**src/gaussian_plane_wave_field_eval_core_defines.svh**
```systemverilog
// Assertion macros shared by the plane-wave evaluator RTL.
// No dependencies; expects signals named clock and reset in the using scope.
`ifndef GAUSSIAN_PLANE_WAVE_FIELD_EVAL_CORE_DEFINES_SVH
`define GAUSSIAN_PLANE_WAVE_FIELD_EVAL_CORE_DEFINES_SVH

// cons must hold after ante, delayed by dly
`define GPWF_ASSERT_AFTER(lbl, ante, dly, cons) \
   lbl: assert property (@(posedge clock) disable iff (reset) (ante) |-> ##(dly) (cons)) \
      else $error("gpwf: delayed check failed");

// cons implies ante was true, looking back by dly
`define GPWF_ASSERT_PAST(lbl, cons, ante, dly) \
   lbl: assert property (@(posedge clock) disable iff (reset) (cons) |-> $past(ante, dly)) \
      else $error("gpwf: history check failed");

`endif

```
**src/gpwf_pkg.sv**
```systemverilog
// Shared types and constants for the plane-wave field evaluator.
// No dependencies.
package gpwf_pkg;

   localparam int POS_W   = 32;
   localparam int TIME_W  = 32;
   localparam int VEC_W   = 16;
   localparam int OUT_W   = 24;
   localparam int ARG_W   = 37;
   localparam int MAG_W   = 36;
   localparam int PH_W    = 32;
   localparam int R_W     = 21;
   localparam int REM_W   = 54;
   localparam int W_W     = 32;
   localparam int COEF_W  = 32;
   localparam int CSR_W   = 48;
   localparam int CIDX_W  = 3;

   localparam int DLY_STAGES  = 4;
   localparam int WAVE_STAGES = 5;
   localparam int OUT_STAGES  = 2;

   localparam logic signed [OUT_W-1:0] OUT_MAX = 24'sh7FFFFF;
   localparam logic signed [OUT_W-1:0] OUT_MIN = 24'sh800000;

   // region scale codes
   localparam logic [1:0] SC_ONE      = 2'd0;
   localparam logic [1:0] SC_POS_HALF = 2'd1;
   localparam logic [1:0] SC_NEG_HALF = 2'd2;

   // register indexes
   localparam logic [CIDX_W-1:0] CSR_DRIVE_MAGNETIC    = 3'd0;
   localparam logic [CIDX_W-1:0] CSR_MODULATED         = 3'd1;
   localparam logic [CIDX_W-1:0] CSR_APPLY_REGION_SIGN = 3'd2;
   localparam logic [CIDX_W-1:0] CSR_PULSE_SPREAD      = 3'd3;
   localparam logic [CIDX_W-1:0] CSR_PULSE_CENTER      = 3'd4;
   localparam logic [CIDX_W-1:0] CSR_CARRIER_FREQUENCY = 3'd5;
   localparam logic [CIDX_W-1:0] CSR_POLARIZATION_VEC  = 3'd6;
   localparam logic [CIDX_W-1:0] CSR_PROPAGATION_VEC   = 3'd7;

   typedef struct packed {
      logic               drive_magnetic;
      logic               modulated;
      logic               apply_region_sign;
      logic [31:0]        pulse_spread;
      logic signed [31:0] pulse_center;
      logic [31:0]        carrier_frequency;
      logic [CSR_W-1:0]   polarization_vec;
      logic [CSR_W-1:0]   propagation_vec;
   } cfg_type;

   typedef struct packed {
      logic             valid;
      logic [MAG_W-1:0] mag;
      logic [PH_W-1:0]  ph;
      logic             ovf;
      logic [1:0]       sc;
   } dly_type;

   typedef struct packed {
      logic            valid;
      logic [R_W-1:0]  r;
      logic [PH_W-1:0] ph;
      logic            ovf;
      logic [1:0]      sc;
   } quo_type;

   typedef struct packed {
      logic                  valid;
      logic signed [W_W-1:0] w;
      logic [1:0]            sc;
   } wave_type;

   // zero spread acts as one LSB
   function automatic logic [31:0] sigma_eff(input logic [31:0] s);
      return (s == 32'd0) ? 32'd1 : s;
   endfunction

endpackage

```
**src/gpwf_div.sv**
```systemverilog
// Pipelined restoring divider: r = floor(mag * 2^16 / sigma), one quotient bit per stage.
// Depends on gpwf_pkg.
module gpwf_div (
   input  logic               clock,
   input  logic               reset,
   input  logic [31:0]        pulse_spread,
   input  gpwf_pkg::dly_type  in,
   output gpwf_pkg::quo_type  out
);
   localparam int STAGES = gpwf_pkg::R_W;

   logic [gpwf_pkg::REM_W-1:0] rem_ff [STAGES+1];
   logic [gpwf_pkg::REM_W-1:0] rem_in [STAGES];
   logic [gpwf_pkg::R_W-1:0]   q_ff   [STAGES+1];
   logic [gpwf_pkg::R_W-1:0]   q_in   [STAGES];
   logic [gpwf_pkg::PH_W-1:0]  ph_ff  [STAGES+1];
   logic                       ovf_ff [STAGES+1];
   logic [1:0]                 sc_ff  [STAGES+1];
   logic                       v_ff   [STAGES+1];
   logic [31:0]                sig;

   assign sig = gpwf_pkg::sigma_eff(pulse_spread);

   always_comb begin
      for (int j = 0; j < STAGES; j++) begin
         logic [gpwf_pkg::REM_W-1:0] dsh;
         dsh = gpwf_pkg::REM_W'(sig) << (STAGES - 1 - j);
         if (rem_ff[j] >= dsh) begin
            rem_in[j] = rem_ff[j] - dsh;
            q_in[j]   = q_ff[j] | (gpwf_pkg::R_W'(1) << (STAGES - 1 - j));
         end else begin
            rem_in[j] = rem_ff[j];
            q_in[j]   = q_ff[j];
         end
      end
   end

   always_ff @(posedge clock) begin
      if (reset) begin
         for (int j = 0; j <= STAGES; j++) v_ff[j] <= 1'b0;
      end else begin
         v_ff[0] <= in.valid;
         for (int j = 0; j < STAGES; j++) v_ff[j+1] <= v_ff[j];
      end
   end

   always_ff @(posedge clock) begin
      rem_ff[0] <= gpwf_pkg::REM_W'({in.mag, 16'b0});
      q_ff[0]   <= '0;
      ph_ff[0]  <= in.ph;
      ovf_ff[0] <= in.ovf;
      sc_ff[0]  <= in.sc;
      for (int j = 0; j < STAGES; j++) begin
         rem_ff[j+1] <= rem_in[j];
         q_ff[j+1]   <= q_in[j];
         ph_ff[j+1]  <= ph_ff[j];
         ovf_ff[j+1] <= ovf_ff[j];
         sc_ff[j+1]  <= sc_ff[j];
      end
   end

   always_comb begin
      out.valid = v_ff[STAGES];
      out.r     = q_ff[STAGES];
      out.ph    = ph_ff[STAGES];
      out.ovf   = ovf_ff[STAGES];
      out.sc    = sc_ff[STAGES];
   end
endmodule

```
**config.mk**
```make
export PLATFORM = sky130hd
export DESIGN_NAME = gpwf_div
export DESIGN_NICKNAME = d
export VERILOG_FILES = /design/src/gaussian_plane_wave_field_eval_core_defines.svh /design/src/gpwf_pkg.sv /design/src/gpwf_div.sv
export SDC_FILE = /design/constraint.sdc
export NUM_CORES = 2
export LEC_CHECK = 0
export BUFFER_PORTS_ARGS = -buffer_cell sky130_fd_sc_hd__buf_2
export CORE_MARGIN = 2
export CORE_UTILIZATION = 55
export DETAILED_ROUTE_END_ITERATION = 8
export GPL_TIMING_DRIVEN = 0
export PLACE_DENSITY = 0.71
export SKIP_CTS_REPAIR_TIMING = 1
export SLEW_MARGIN = 15
export SYNTH_ARGS = -nofsm -noshare
export SYNTH_HDL_FRONTEND = slang
export SYNTH_SLANG_ARGS = --single-unit
export TNS_END_PERCENT = 50
```
**constraint.sdc**
```tcl
create_clock -name clock -period 11.9 [get_ports clock]
set_clock_uncertainty 0.1 [all_clocks]
set_input_delay 1.19 -clock clock [delete_from_list [all_inputs] [get_ports clock]]
set_output_delay 1.19 -clock clock [all_outputs]
set_load 0.03 [all_outputs]
```
-- Word-level counts from Yosys, hierarchy flattened
Memories as Yosys holds them, arrays and structs flattened.
Index checks and enable logic that the tools add are counted.
- register bits after elaboration: 0
- memories: 6
- output and inout port bits: 57
- bits in writable memories: 2442
- memory list (memory ; depth ; bits a word ; rd ports ; clocked after memory_dff ; wr ports ; RTL line ; RTL):
    rem_ff ; 22 ; 54 ; 21 ; 0 ; 22 ; gpwf_div.sv:12 ; logic [gpwf_pkg::REM_W-1:0] rem_ff [STAGES+1];
    ph_ff ; 22 ; 32 ; 22 ; 0 ; 22 ; gpwf_div.sv:16 ; logic [gpwf_pkg::PH_W-1:0] ph_ff [STAGES+1];
    q_ff ; 22 ; 21 ; 22 ; 0 ; 22 ; gpwf_div.sv:14 ; logic [gpwf_pkg::R_W-1:0] q_ff [STAGES+1];
    sc_ff ; 22 ; 2 ; 22 ; 0 ; 22 ; gpwf_div.sv:18 ; logic [1:0] sc_ff [STAGES+1];
    ovf_ff ; 22 ; 1 ; 22 ; 0 ; 22 ; gpwf_div.sv:17 ; logic ovf_ff [STAGES+1];
    v_ff ; 22 ; 1 ; 22 ; 0 ; 22 ; gpwf_div.sv:19 ; logic v_ff [STAGES+1];
- $lt $le $gt $ge: 21
- reductions and logical operators: 1
- muxes and demuxes: 68
- add/subtract/negate cells: 21
- bitwise logic cells: 22
- operator list (operator ; count):
    $mux 54 ; 21
    $ge 54x32->1 ; 1
    $ge 54x33->1 ; 1
    $ge 54x34->1 ; 1
    $ge 54x35->1 ; 1
    $ge 54x36->1 ; 1
    $ge 54x37->1 ; 1
    $ge 54x38->1 ; 1
    $ge 54x39->1 ; 1
    $ge 54x40->1 ; 1
    $ge 54x41->1 ; 1
    $ge 54x42->1 ; 1
    $ge 54x43->1 ; 1
    $ge 54x44->1 ; 1
    $ge 54x45->1 ; 1
    $ge 54x46->1 ; 1
    $ge 54x47->1 ; 1
    $ge 54x48->1 ; 1
    $ge 54x49->1 ; 1
    $ge 54x50->1 ; 1
    $ge 54x51->1 ; 1
    $ge 54x52->1 ; 1
    $sub 54x32->54 ; 1
    $sub 54x33->54 ; 1
    43 further kinds ; 89

-- Longest topological paths before layout
- word-level depth: 4
- gate-level depth with buffers: 20
- gate-level depth less buffers: 17

-- Least setup slack after synthesis
Ideal clock, no wire load.
- path kind: input-to-reg
- start point: input port pulse_spread[8]
- end point: memory rem_ff[0][203] (netlist bit)
- data arrival time: 6.021 ns
- stages: 19
- setup slack: 5.647 ns
- data required time: 11.668 ns
- cells stage by stage: nor4_1 nand4_2 o21ai_1 clkbuf_1 ha_1 inv_1 fa_1 a21o_1 a21oi_1 o21bai_1 a21o_1 a21oi_1 o221ai_1 a221o_1 a211o_1 clkbuf_1 clkbuf_1 nor2_1 a21oi_1
- RTL lines (item ; RTL line ; RTL):
    start, declared ; gpwf_div.sv:6 ; input logic [31:0] pulse_spread,
    end, declared ; gpwf_div.sv:12 ;

==> results_dict.tcl <==
set metrics [dict create \
    outcome "finished, final reports clean" \
    clock_sinks 1939 \
    cts_max_path_buffers 3 \
    chipHeight_um 395.7 \
    layout_common_cells "dfxtp_1, a21oi_1, nand2_1" \
    synth-warning-count 0 \
    arrival_time_of_the_worst_setup_path_ns 9.14 \
    rsz_0062_raised_after_global_routing "false" \
    detail-route-antenna-nets 0 \
    min-delay-start "q_ff[1][18]" \
    num-nets-final 10040 \
    setup.worst_path.start_class "primary input" \
    synthesized_cell_area_mm2 0.08439 \
    num_vias 65820 \
    fp.coreArea_mm2 0.1521 \
    worstSetupEndpointType "register" \
    holdPathEnd "q_ff[1][39]" \
    dominantRegCellSynth "dfxtp_1" \
    clk_root_buf "clkbuf_16" \
    first_iter_violations 5171 \
    clk-insertion-delay-late_ns 0.84 \
    antenna_cells 0 \
    report.final.slew_viol_count 0 \
    first_global_vias 62860 \
    fp.dieArea_mm2 0.1566 \
    rows 143 \
    total_routed_length_um 219800 \
    ios 163 \
    cts_tree "done" \
    detailedRoute.firstPassIterationCount 7 \
    fmaxAchievable_mhz 117.0 \
    worstPathCellList "buf_2 > nor4_1 > nand4_1 > o21ai_1 > inv_2 > buf_2 > buf_12 > fa_1 > a21oi_1 > o21ai_0 > a21oi_1 > nor2b_1 > a221o_1 > a221oi_1 > a2111oi_0 > nor4_1 > clkbuf_1 > buf_1 > nand2_1 > o21ai_0" \
    peak_supply_drop_mv 0.1694 \
    path_delay_family "compound AO/OA/AOI/OAI gates" \
    final_util_pct 62.59 \
    cts_htree_levels 4 \
    grt_first_pass_wirelength_um 342400 \
    layout.cells.most_common "dfxtp_1" \
    setup.worst_path.class "in -> reg" \
    worst_path_largest_cell_delay_ns 0.99 \
    gp_congestion 0.9480 \
    relSlewSlack_pct 15.78 \
    worst_margin_slew_ns 1.256 \
    buf_inv_on_cp 6 \
    proportion_of_synthesized_chip_area_in_sequential_cells_pct 46.00 \
    power.leakage_nw 40.74 \
    timing.critical_path.required_ns 12.49 \
    setup-tns-final_ns 0 \
    min_delay_path_depth 0 \
    crit_cells 20 \
    final_layout_size_suffix_gt1_share_pct 8.664 \
    worst_r2r_endpoint "rem_ff[0][421]" \
    place.port_buffers 162 \
    dr_wl_cell_um 19.26 \
    drc_errors 0 \
    min_period_over_period_pct 71.80 \
    grt_antenna_before_repair 2 \
    syn_nets 9662 \
    routed_via_density 5.767 \
    path_max_fanout 26 \
    synth_cells 8846 \
    synth_edf_count 0 \
    power_per_cell_area_mw_per_mm2 294.0 \
    reg2reg_setup_slack_ns 6.27 \
    detailedPlacementHpwl_um 166000 \
    critical-path-slowest-cell "nand4_1" \
    synth_cell_types 104 \
    final.min_clock_period_ns 8.545 \
    postSynthAreaPerCell_um2 9.540 \
    chipWidth_um 395.7 \
    finalSetupViolCount 0 \
    initial_core_util_pct 55.49 \
    hold_viol 0 \
    reg2reg_from "rem_ff[0][339]" \
    cts_buffers 190 \
    syn2layout_area_growth_pct 12.80 \
    grt_start_max_net_pins 28 \
    min-delay-path-class "reg -> reg" \
    reg2reg_depth 13 \
    drv_cap 0 \
    ys_seq_elements 1939 \
    grt.total_usage_pct 27.17 \
    clkTransAtPathRegs_ns 0.07 \
    overflow 0 \
    synth_async_sr_flop_share_pct 0 \
    p_total_mw 27.98 \
]
## cells in the mapped netlist (82+ instances only)
cell / count / area (um^2)
o21ai_0: 584 / 2923
o21bai_1: 85 / 638.1
nand2_1: 725 / 2721
nor4_1: 88 / 550.5
xnor2_1: 425 / 3722
ha_1: 690 / 8633
o21a_1: 82 / 615.6
nor3_1: 152 / 760.7
a21oi_1: 780 / 3904
nor2_1: 648 / 2432
inv_1: 216 / 810.8
nand2b_1: 99 / 619.3
nand3_1: 168 / 840.8
nor2b_1: 104 / 650.6
clkbuf_1: 187 / 701.9
a21o_1: 380 / 2853
xor2_1: 333 / 2917
mux2_2: 85 / 957.2
nand4_1: 105 / 656.9
dfxtp_1: 1939 / 38820
## report_power, final
part / internal (mW) / total [mW] / leakage (nW) / switching (mW)
registers: 8.36 / 9.65 / 16.3 / 1.29
clock network: 3.71 / 6.33 / 3.32 / 2.62
logic: 5.13 / 12.0 / 21.1 / 6.87
## layer usage
layer / vias to the layer above / share of wire (%) / GRT usage, %
li1: 32200 / - / -
met1: 30850 / 45 / 37.21
met2: 2320 / 45 / 43.90
met3: 453 / 6.7 / 4.089
met4: 0 / 3.2 / 8.908
met5: - / 0 / 0
## worst max path at each step
| stage | from | end | slack, ns |
|---|---|---|---|
| finish | pulse_spread[25] | rem_ff[0][421] | 3.36 |
| global route | pulse_spread[25] | rem_ff[0][422] | 3.15 |
| CTS | pulse_spread[25] | rem_ff[0][422] | 3.58 |
| detailed placement | pulse_spread[25] | rem_ff[0][422] | 2.77 |
| global placement | pulse_spread[24] | rem_ff[0][422] | 2.04 |
| floorplan | pulse_spread[8] | rem_ff[0][203] | 5.65 |
## stage by stage
| stage | hold WS (ns) | setup WS (ns) | instances | cell area [um^2] |
|---|---|---|---|---|
| 3_3_place_gp | 0.2096 | 2.045 | 11040 | 87740 |
| 5_1_grt | 0.2044 | 3.154 | 11410 | 95190 |
| 3_5_place_dp | 0.2121 | 2.773 | 11070 | 88320 |
| 6_report | 0.1992 | 3.355 | 11410 | 95190 |
| 4_1_cts | 0.1960 | 3.579 | 11410 | 95190 |
| 2_1_floorplan | 0.2096 | 5.647 | 8846 | 84390 |
## layout make-up
type                       count  area [um^2]
sequential                  1939        38820
tap                         2030         2540
clock buffer                 257         5436
multi-input combinational   6394        43400
fill                       12610        56900
timing repair buffer         190         1394
inverter                     224        840.8
clock inverter                91         1424
buffer                       289         1336
## cells by family after synthesis
logic type      after synthesis  share of synthesized area [%]
xor+xnor                    758                          7.867
simple gates               2421                          13.77
compound gates             2410                          17.83
flops                      1939                          46.00
mux                          95                          1.254
buf+inv                     513                          2.575
fa+ha+maj                   710                          10.71
## sequential cells by signal (all words and copies together), names as in the netlist
register and cells:
ovf_ff 22, ph_ff 704, q_ff 231, rem_ff 916, sc_ff 44, v_ff 22
(Power assumes the default switching activity.)
